`config.mk`:
```
export PLATFORM = sky130hd
export DESIGN_NAME = crc32c_stream
export DESIGN_NICKNAME = d
export VERILOG_FILES = /design/src/rtl/crcs_pkg.sv /design/src/rtl/crc32c_stream.sv /design/src/rtl/crcs_lane.sv /design/src/rtl/crcs_merge.sv
export VERILOG_INCLUDE_DIRS = /design/src /design/src/rtl
export SDC_FILE = /design/constraint.sdc
export NUM_CORES = 2
export LEC_CHECK = 0
export ABC_AREA = 1
export BUFFER_PORTS_ARGS = -buffer_cell sky130_fd_sc_hd__buf_2
export CORE_MARGIN = 1.5
export CORE_UTILIZATION = 35
export CTS_BUF_LIST = sky130_fd_sc_hd__clkbuf_8
export DETAILED_ROUTE_END_ITERATION = 8
export PLACE_DENSITY = 0.52
export SYNTH_ARGS = -nofsm -noshare
export SYNTH_HDL_FRONTEND = slang
export SYNTH_SLANG_ARGS = --single-unit
```
`constraint.sdc`:
```
create_clock -name clock -period 15.45 [get_ports clock]
set_clock_uncertainty 0.15 [all_clocks]
set_input_delay 0.7725 -clock clock [delete_from_list [all_inputs] [get_ports clock]]
set_output_delay 0.7725 -clock clock [all_outputs]
set_load 0.05 [all_outputs]
```
`src/rtl/crc32c_stream_assert.svh`:
```
// Assertion macros for the RTL that checks itself.
`ifndef CRC32C_STREAM_ASSERT_SVH
`define CRC32C_STREAM_ASSERT_SVH

// Same-cycle implication, skipped while reset is high.
`define CRCS_ASSERT_IMPLY(label, clk, rst, ante, cons, msg) \
   label: assert property (@(posedge clk) disable iff (rst) (ante) |-> (cons)) \
      else $error(msg);

// Next-cycle implication, skipped while reset is high.
`define CRCS_ASSERT_NEXT(label, clk, rst, ante, cons, msg) \
   label: assert property (@(posedge clk) disable iff (rst) (ante) |=> (cons)) \
      else $error(msg);

`endif

```
`src/rtl/crcs_pkg.sv`:
```
package crcs_pkg;

   localparam int unsigned ByteWidth  = 8;
   localparam int unsigned LaneCount  = 8;
   localparam int unsigned CrcWidth   = 32;
   localparam int unsigned CountWidth = 4;
   localparam int unsigned DataWidth  = LaneCount * ByteWidth;

   localparam logic [CrcWidth-1:0] CrcPoly = 32'h82F6_3B78;
   localparam logic [CrcWidth-1:0] CrcOnes = 32'hFFFF_FFFF;

   typedef logic [ByteWidth-1:0]                 byte_type;
   typedef logic [CountWidth-1:0]                count_type;
   typedef logic [DataWidth-1:0]                 data_type;
   typedef logic [CrcWidth-1:0]                  crc_type;
   // Row r holds the input bits that feed output bit r.
   typedef logic [CrcWidth-1:0][CrcWidth-1:0]    crc_mat_type;
   typedef logic [LaneCount-1:0][CrcWidth-1:0]   crc_lanes_type;

   // Shift a reflected CRC through the given number of zero data bits.
   function automatic crc_type crc_shift(crc_type v, int unsigned steps);
      crc_type r;
      r = v;
      for (int unsigned s = 0; s < steps; s++) begin
         r = {1'b0, r[CrcWidth-1:1]} ^ (r[0] ? CrcPoly : '0);
      end
      return r;
   endfunction

   // Row form of the zero-bit advance; evaluated on constants only.
   function automatic crc_mat_type adv_rows(int unsigned steps);
      crc_type     col;
      crc_mat_type rows;
      rows = '0;
      for (int j = 0; j < CrcWidth; j++) begin
         col = crc_shift(crc_type'(1) << j, steps);
         for (int r = 0; r < CrcWidth; r++) begin
            rows[r][j] = col[r];
         end
      end
      return rows;
   endfunction

   // GF(2) matrix times vector: each output bit is an independent parity.
   function automatic crc_type mat_apply(crc_mat_type rows, crc_type v);
      crc_type res;
      for (int r = 0; r < CrcWidth; r++) begin
         res[r] = ^(rows[r] & v);
      end
      return res;
   endfunction

endpackage

```
`src/rtl/crc32c_stream.sv`:
```
// CRC-32C (Castagnoli, reflected polynomial 0x82F63B78) over a stream of
// 64-bit words. Each request transaction carries up to eight message bytes,
// lowest byte first; req_byte_count gives the number of valid low bytes
// (values above eight count as eight, bytes above the count are ignored).
// The running CRC starts at all ones. The transaction marked last closes the
// message: one response transaction carries the CRC XORed with all ones, and
// the running CRC reloads all ones for the next message. A last word with no
// bytes closes the message as it stands, so an empty message gives zero.
// Throughput is one word per clock while req_stall is low; a last word
// reaches rsp_valid through the stage 1, stage 2 and response registers.
// The rate is set by the running-CRC register loop, which advances the
// state by the word's byte count through one of nine constant XOR matrices.
// The byte lanes and the merge tree in front of it are pipelined. A response
// that waits under rsp_stall holds the pipeline and raises req_stall only
// while a second closing word sits in stage two and would overwrite it.
`include "crc32c_stream_assert.svh"

module crc32c_stream (
   input  logic                       clock,
   input  logic                       reset,
   input  logic                       req_valid,
   output logic                       req_stall,
   input  crcs_pkg::data_type         req_data_word,
   input  crcs_pkg::count_type        req_byte_count,
   input  logic                       req_last_item,
   output logic                       rsp_valid,
   input  logic                       rsp_stall,
   output crcs_pkg::crc_type          rsp_crc_value
);
   import crcs_pkg::*;

   // Response register occupied and not taken this cycle.
   logic          rsp_busy;
   // Pipeline advances unless a closing word would overwrite a held response.
   logic          advance;

   count_type     count_sat;
   count_type     shift_bytes;
   data_type      aligned_word;
   crc_lanes_type lane_crc_in;

   // Stage 1: per-lane byte CRCs.
   logic          s1_valid_ff;
   crc_lanes_type s1_lane_ff;
   count_type     s1_count_ff;
   logic          s1_last_ff;

   // Stage 2: merged data contribution of the word.
   crc_type       merge_crc_in;
   logic          s2_valid_ff;
   crc_type       s2_data_ff;
   count_type     s2_count_ff;
   logic          s2_last_ff;

   // Running CRC and response register.
   crc_type       state_adv [LaneCount+1];
   crc_type       crc_in;
   crc_type       crc_ff;
   logic          rsp_valid_ff;
   crc_type       rsp_crc_ff;

   assign rsp_busy  = rsp_valid_ff && rsp_stall;
   assign advance   = !(rsp_busy && s2_valid_ff && s2_last_ff);
   assign req_stall = !advance;

   // Clamp the byte count to a full word.
   assign count_sat = (req_byte_count > CountWidth'(LaneCount)) ?
                      CountWidth'(LaneCount) : req_byte_count;

   // Push the valid bytes to the top of the word. Leading zero bytes leave a
   // zero CRC unchanged, so every lane position keeps a fixed advance.
   assign shift_bytes  = CountWidth'(LaneCount) - count_sat;
   assign aligned_word = req_data_word << {shift_bytes, 3'b000};

   for (genvar i = 0; i < LaneCount; i++) begin : g_lane
      crcs_lane u_lane (
         .data_byte (aligned_word[ByteWidth*i +: ByteWidth]),
         .lane_crc  (lane_crc_in[i])
      );
   end

   always_ff @(posedge clock) begin
      if (reset) begin
         s1_valid_ff <= 1'b0;
      end else if (advance) begin
         s1_valid_ff <= req_valid;
      end
   end

   always_ff @(posedge clock) begin
      if (advance) begin
         s1_lane_ff  <= lane_crc_in;
         s1_count_ff <= count_sat;
         s1_last_ff  <= req_last_item;
      end
   end

   // Combine the lanes into the word's contribution from a zero state.
   crcs_merge u_merge (
      .lane_crc (s1_lane_ff),
      .data_crc (merge_crc_in)
   );

   always_ff @(posedge clock) begin
      if (reset) begin
         s2_valid_ff <= 1'b0;
      end else if (advance) begin
         s2_valid_ff <= s1_valid_ff;
      end
   end

   always_ff @(posedge clock) begin
      if (advance) begin
         s2_data_ff  <= merge_crc_in;
         s2_count_ff <= s1_count_ff;
         s2_last_ff  <= s1_last_ff;
      end
   end

   // Advance the running CRC past k zero bytes, one matrix per byte count.
   for (genvar k = 0; k <= LaneCount; k++) begin : g_state
      localparam crc_mat_type Rows = adv_rows(ByteWidth * k);
      assign state_adv[k] = mat_apply(Rows, crc_ff);
   end

   // CRC is linear: state part and data part add in GF(2).
   assign crc_in = state_adv[s2_count_ff] ^ s2_data_ff;

   always_ff @(posedge clock) begin
      if (reset) begin
         crc_ff       <= CrcOnes;
         rsp_valid_ff <= 1'b0;
      end else begin
         // Hold a waiting response; otherwise load the next closing word.
         if (!rsp_busy) begin
            rsp_valid_ff <= s2_valid_ff && s2_last_ff;
         end
         if (advance && s2_valid_ff) begin
            // Reload all ones once the message closes.
            crc_ff <= s2_last_ff ? CrcOnes : crc_in;
         end
      end
   end

   always_ff @(posedge clock) begin
      if (advance && s2_valid_ff && s2_last_ff) begin
         rsp_crc_ff <= ~crc_in;
      end
   end

   assign rsp_valid     = rsp_valid_ff;
   assign rsp_crc_value = rsp_crc_ff;

   // A closing word leaves the running CRC at all ones.
   `CRCS_ASSERT_NEXT(a_reload_after_last, clock, reset,
      advance && s2_valid_ff && s2_last_ff, crc_ff == CrcOnes,
      "running CRC not reloaded after a last word")

   // A held pipeline must not move the running CRC.
   `CRCS_ASSERT_NEXT(a_hold_on_stall, clock, reset,
      !advance, $stable(crc_ff) && $stable(s2_data_ff),
      "running CRC moved while the pipeline was held")

   // An empty non-last word leaves the running CRC unchanged.
   `CRCS_ASSERT_NEXT(a_empty_word_keeps_crc, clock, reset,
      advance && s2_valid_ff && !s2_last_ff && (s2_count_ff == '0),
      crc_ff == $past(crc_ff),
      "empty word changed the running CRC")

endmodule

```
`src/rtl/crcs_lane.sv`:
```
module crcs_lane (
   input  crcs_pkg::byte_type data_byte,
   output crcs_pkg::crc_type  lane_crc
);
   import crcs_pkg::*;

   crc_type fold_crc;

   // Fold one byte into a zero CRC, LSB first.
   always_comb begin
      fold_crc = crc_type'(data_byte);
      for (int b = 0; b < ByteWidth; b++) begin
         fold_crc = {1'b0, fold_crc[CrcWidth-1:1]} ^ (fold_crc[0] ? CrcPoly : '0);
      end
   end

   assign lane_crc = fold_crc;

endmodule

```
`src/rtl/crcs_merge.sv`:
```
module crcs_merge (
   input  crcs_pkg::crc_lanes_type lane_crc,
   output crcs_pkg::crc_type       data_crc
);
   import crcs_pkg::*;

   crc_lanes_type adv_part;
   crc_type       sum_crc;

   // Advance each lane past the bytes that follow it in the word.
   for (genvar i = 0; i < LaneCount; i++) begin : g_adv
      localparam crc_mat_type Rows = adv_rows(ByteWidth * (LaneCount - 1 - i));
      assign adv_part[i] = mat_apply(Rows, lane_crc[i]);
   end

   always_comb begin
      sum_crc = '0;
      for (int i = 0; i < LaneCount; i++) begin
         sum_crc = sum_crc ^ adv_part[i];
      end
   end

   assign data_crc = sum_crc;

endmodule
```
==> impl_metrics.csv <==
group,metric,value,unit
grt,grtUsageTotal,43.3,%
final_layout,utilization,37.8,%
synthesis,syn_area,58000,um^2
synthesis,synth_top_area_cell,"nand2_1",
synthesis,synth_top_area_share,26.3,%
synthesis,async_flop_share,0,%
synthesis,synthTopCellsByArea,"nand2_1 (26%), xor2_1 (20%), edfxtp_1 (17%), xnor2_1 (11%), nand3_1 (8.6%)",
placement,gp_congestion,1.13,
critical_path,required,15.87,ns
detailed_routing,viasPerCell,5.49,
critical_path,cp_common_cell,"nand2_1",
synthesis,synthMuxAreaShare,0,%
synthesis,synth_cell_types,60,
sta,min_period,5.79,ns
sta,slew_headroom,-5.04,%
synthesis,syn_area_per_cell,6.25,um^2
cts,htree_levels,3,
floorplan,core,165000,um^2
sta,finalSetupViolCount,0,
synthesis,synth.most_common_cell,"nand2_1",
grt,grt_pass1_vias,57500,
detailed_routing,vias,63100,
synthesis,ys_warn_count,0,
cts,cts_buffer_depth,3,
synthesis,syn_nets,9363,
detailed_routing,first_iter_violations,8333,
critical_path,criticalPathCategory,"flip-flop to flip-flop",
status,failed_checks,"max-capacitance violations, max-slew violations",
placement,hpwl,297,mm
synthesis,synthXorXnorAreaFrac,32.2,%
critical_path,path_cells,"buf_4, inv_1, nand2_1, nand2_1, xnor2_1, nand2_1, nand2_1, a21oi_1, nand2_1, nand2_1, nand2_1, nand3_1, nand3_1, nand3_1, and2_1",
floorplan,io_pins,107,
floorplan,initial_core_util,35.2,%
floorplan,die_y,410,um
worst_hold_path,hold_class,"input pin to flip-flop",
floorplan,die_x,410,um
cts,path_clk_slew,0.05,ns
status,status,"finished, violations left",
cts,cts_hold_buf,1,
placement,placed_area,60700,um^2
cts,post_cts_buffers,0,
synthesis,ys_top_cells_by_count,"nand2_1 (4065), xor2_1 (1330), nand3_1 (1002), xnor2_1 (754), inv_1 (687)",
detailed_routing,wl,374,mm
synthesis,synth_top_family_by_area,"simple AND/OR/NAND/NOR gates",
floorplan,rows,149,
synthesis,ys_seq_area_share,18.3,%
synthesis,yosys.area_share.simple,38.4,%
grt,grt_start_max_net_pins,118,
grt,antenna_found_initial,18,
critical_path,critPathLaunchType,"flip-flop",
grt,grt_first_pass_wirelength,497,mm
grt,grt.overflow.total,0,
detailed_routing,firstDrtPassIters,9,
synthesis,syn_inst,9289,
final_layout,num-fill-cells,17900,
cts,cts_buffers,78,
synthesis,ys_seq_elements,365,
critical_path,worst_path_largest_cell_delay,0.85,ns
final_layout,fin_nets,9299,
cts,clock-sinks,365,
synthesis,synth_edf_count,330,
sta,rsz0062_at_grt,"no",
final_layout,final_cell_area,62300,um^2
cts,cts.repair.resized,0,
synthesis,synth-main-ff-cell,"edfxtp_1",
critical_path,cp-end-kind,"flip-flop",
detailed_routing,route.detailed.drc,0,
critical_path,crit_arrival,6.22,ns
floorplan,dieArea,168000,um^2
sta,fmax,173,MHz
final_layout,drive_above_1_share,6.73,%
placement,portBuffers,106,
synthesis,synth-compound-area-share,3.08,%
cts,clk_latency,0.86,ns
synthesis,synth_adder_area_share,0.0216,%
cts,root_buffer,"clkbuf_8",
cts,cts_tree,"yes",
detailed_routing,post_drt_wl_per_cell,32.6,um
sta,period_share,37.5,%
final_layout,area_growth,7.35,%
sta,final_max_slew_viol_count,5,
critical_path,worstPathMaxFanout,18,
critical_path,worst_path_max_delay_cell,"xnor2_1",
sta,hold_violations,0,
sta,fin_setup_tns,0,ns
run,max_cap_violations,2,
sta,worst_pin_slew,1.57,ns
detailed_routing,drtAntennaViolNets,0,
==> cells in the final DEF (no fill, tap or decap), drive strengths merged <==
master	netlist	routed
xnor2	762	762
o221ai	2	2
bufinv	0	6
a22oi	4	4
a21o	4	4
o211ai	17	17
clkbuf	219	81
xnor3	4	4
o21bai	1	1
clkinvlp	0	7
and3	1	1
o21a	1	1
xor2	1343	1343
or2	56	56
edfxtp	330	330
nand2b	3	3
nand4	20	20
nand3b	45	45
a221oi	2	2
nand2	4130	4130
a21oi	110	110
ha	1	1
o22ai	4	4
o21ai	134	134
nor3	2	2
nand3	1010	1010
diode	0	9
nor2	105	105
inv	719	743
a31oi	2	2
a211oi	1	1
dfxtp	35	35
clkinv	7	30
buf	185	259
and2	30	30
dlygate4sd3	0	1
==> stage by stage <==
step / hold WS, ns / worst slack (ns) / cells
after global routing: 0.0877 / 9.75 / 11500
after detailed placement: 0.264 / 9.97 / 11300
after global placement: 0.253 / 9.90 / 11300
after floorplan: 0.250 / 5.11 / 9289
after CTS: 0.0197 / 10.21 / 11500
final: 0.0886 / 9.66 / 11500
==> routing by layer <==
metal	up-vias	track usage [%]	routed length, um
met1	29500	50.8	140000
met4	12	39.2	42200
met3	1132	12.2	39100
li1	28600	-	-
met5	-	0	96
met2	3857	63.8	153000
==> registers in the layout, summed over array words and instances, names as in the netlist, 4 cells and up <==
| register | count |
|---|---|
| crc_ff | 32 |
| rsp_crc_value | 32 |
| s1_count_ff | 4 |
| s1_lane_ff | 256 |
| s2_count_ff | 4 |
| s2_data_ff | 32 |
==> critical path, delay by kind of cell (launching register included) <==
| kind | cells | cell delay (ns) |
|---|---|---|
| AOI/OAI and AO/OA | 1 | 0.07 |
| xor gates and xnor gates | 1 | 0.85 |
| buffers and inverters | 2 | 0.97 |
| DFF | 1 | 0.33 |
| and+or+nand+nor | 11 | 3.08 |
==> final timing paths <==
path | from | endpoint | slack (ns) | cells after the start
worst max-delay path | crc_ff[1]$_SDFFE_PP1P_ | rsp_crc_value[6]$_DFFE_PP_ | 9.66 | 15
worst min-delay path | req_byte_count[3] | s1_count_ff[3]$_DFFE_PN_ | 0.09 | 1
worst max register to register | crc_ff[1]$_SDFFE_PP1P_ | rsp_crc_value[6]$_DFFE_PP_ | 9.66 | 15
worst min register to register | s1_last_ff$_DFFE_PN_ | s2_last_ff$_DFFE_PN_ | 0.27 | 0
==> logic make-up (layout without fill, tap and decap cells) <==
kind of cell | count (synthesis) | in the layout
other | 0 | 9
DFF | 365 | 365
adders and majority gates | 1 | 1
and+or+nand+nor | 5402 | 5402
AOI/OAI and AO/OA | 282 | 282
buffers and inverters | 1130 | 1127
xor gates and xnor gates | 2109 | 2109
==> cell type report <==
class / instances / area [um^2] / area share, %
Timing Repair Buffer: 260 / 1710 / 2.75
Clock inverter: 60 / 454 / 0.729
Clock buffer: 81 / 1110 / 1.79
Tap cell: 2189 / 2740 / 4.40
Inverter: 726 / 2740 / 4.40
Sequential cell: 365 / 10600 / 17.1
Antenna cell: 9 / 22.5 / 0.0361
Multi-Input combinational cell: 7794 / 42900 / 68.8
Power is left out: the tool's default activity adds up to more than one toggle a clock period on the data nets, which glitch-free logic cannot reach.
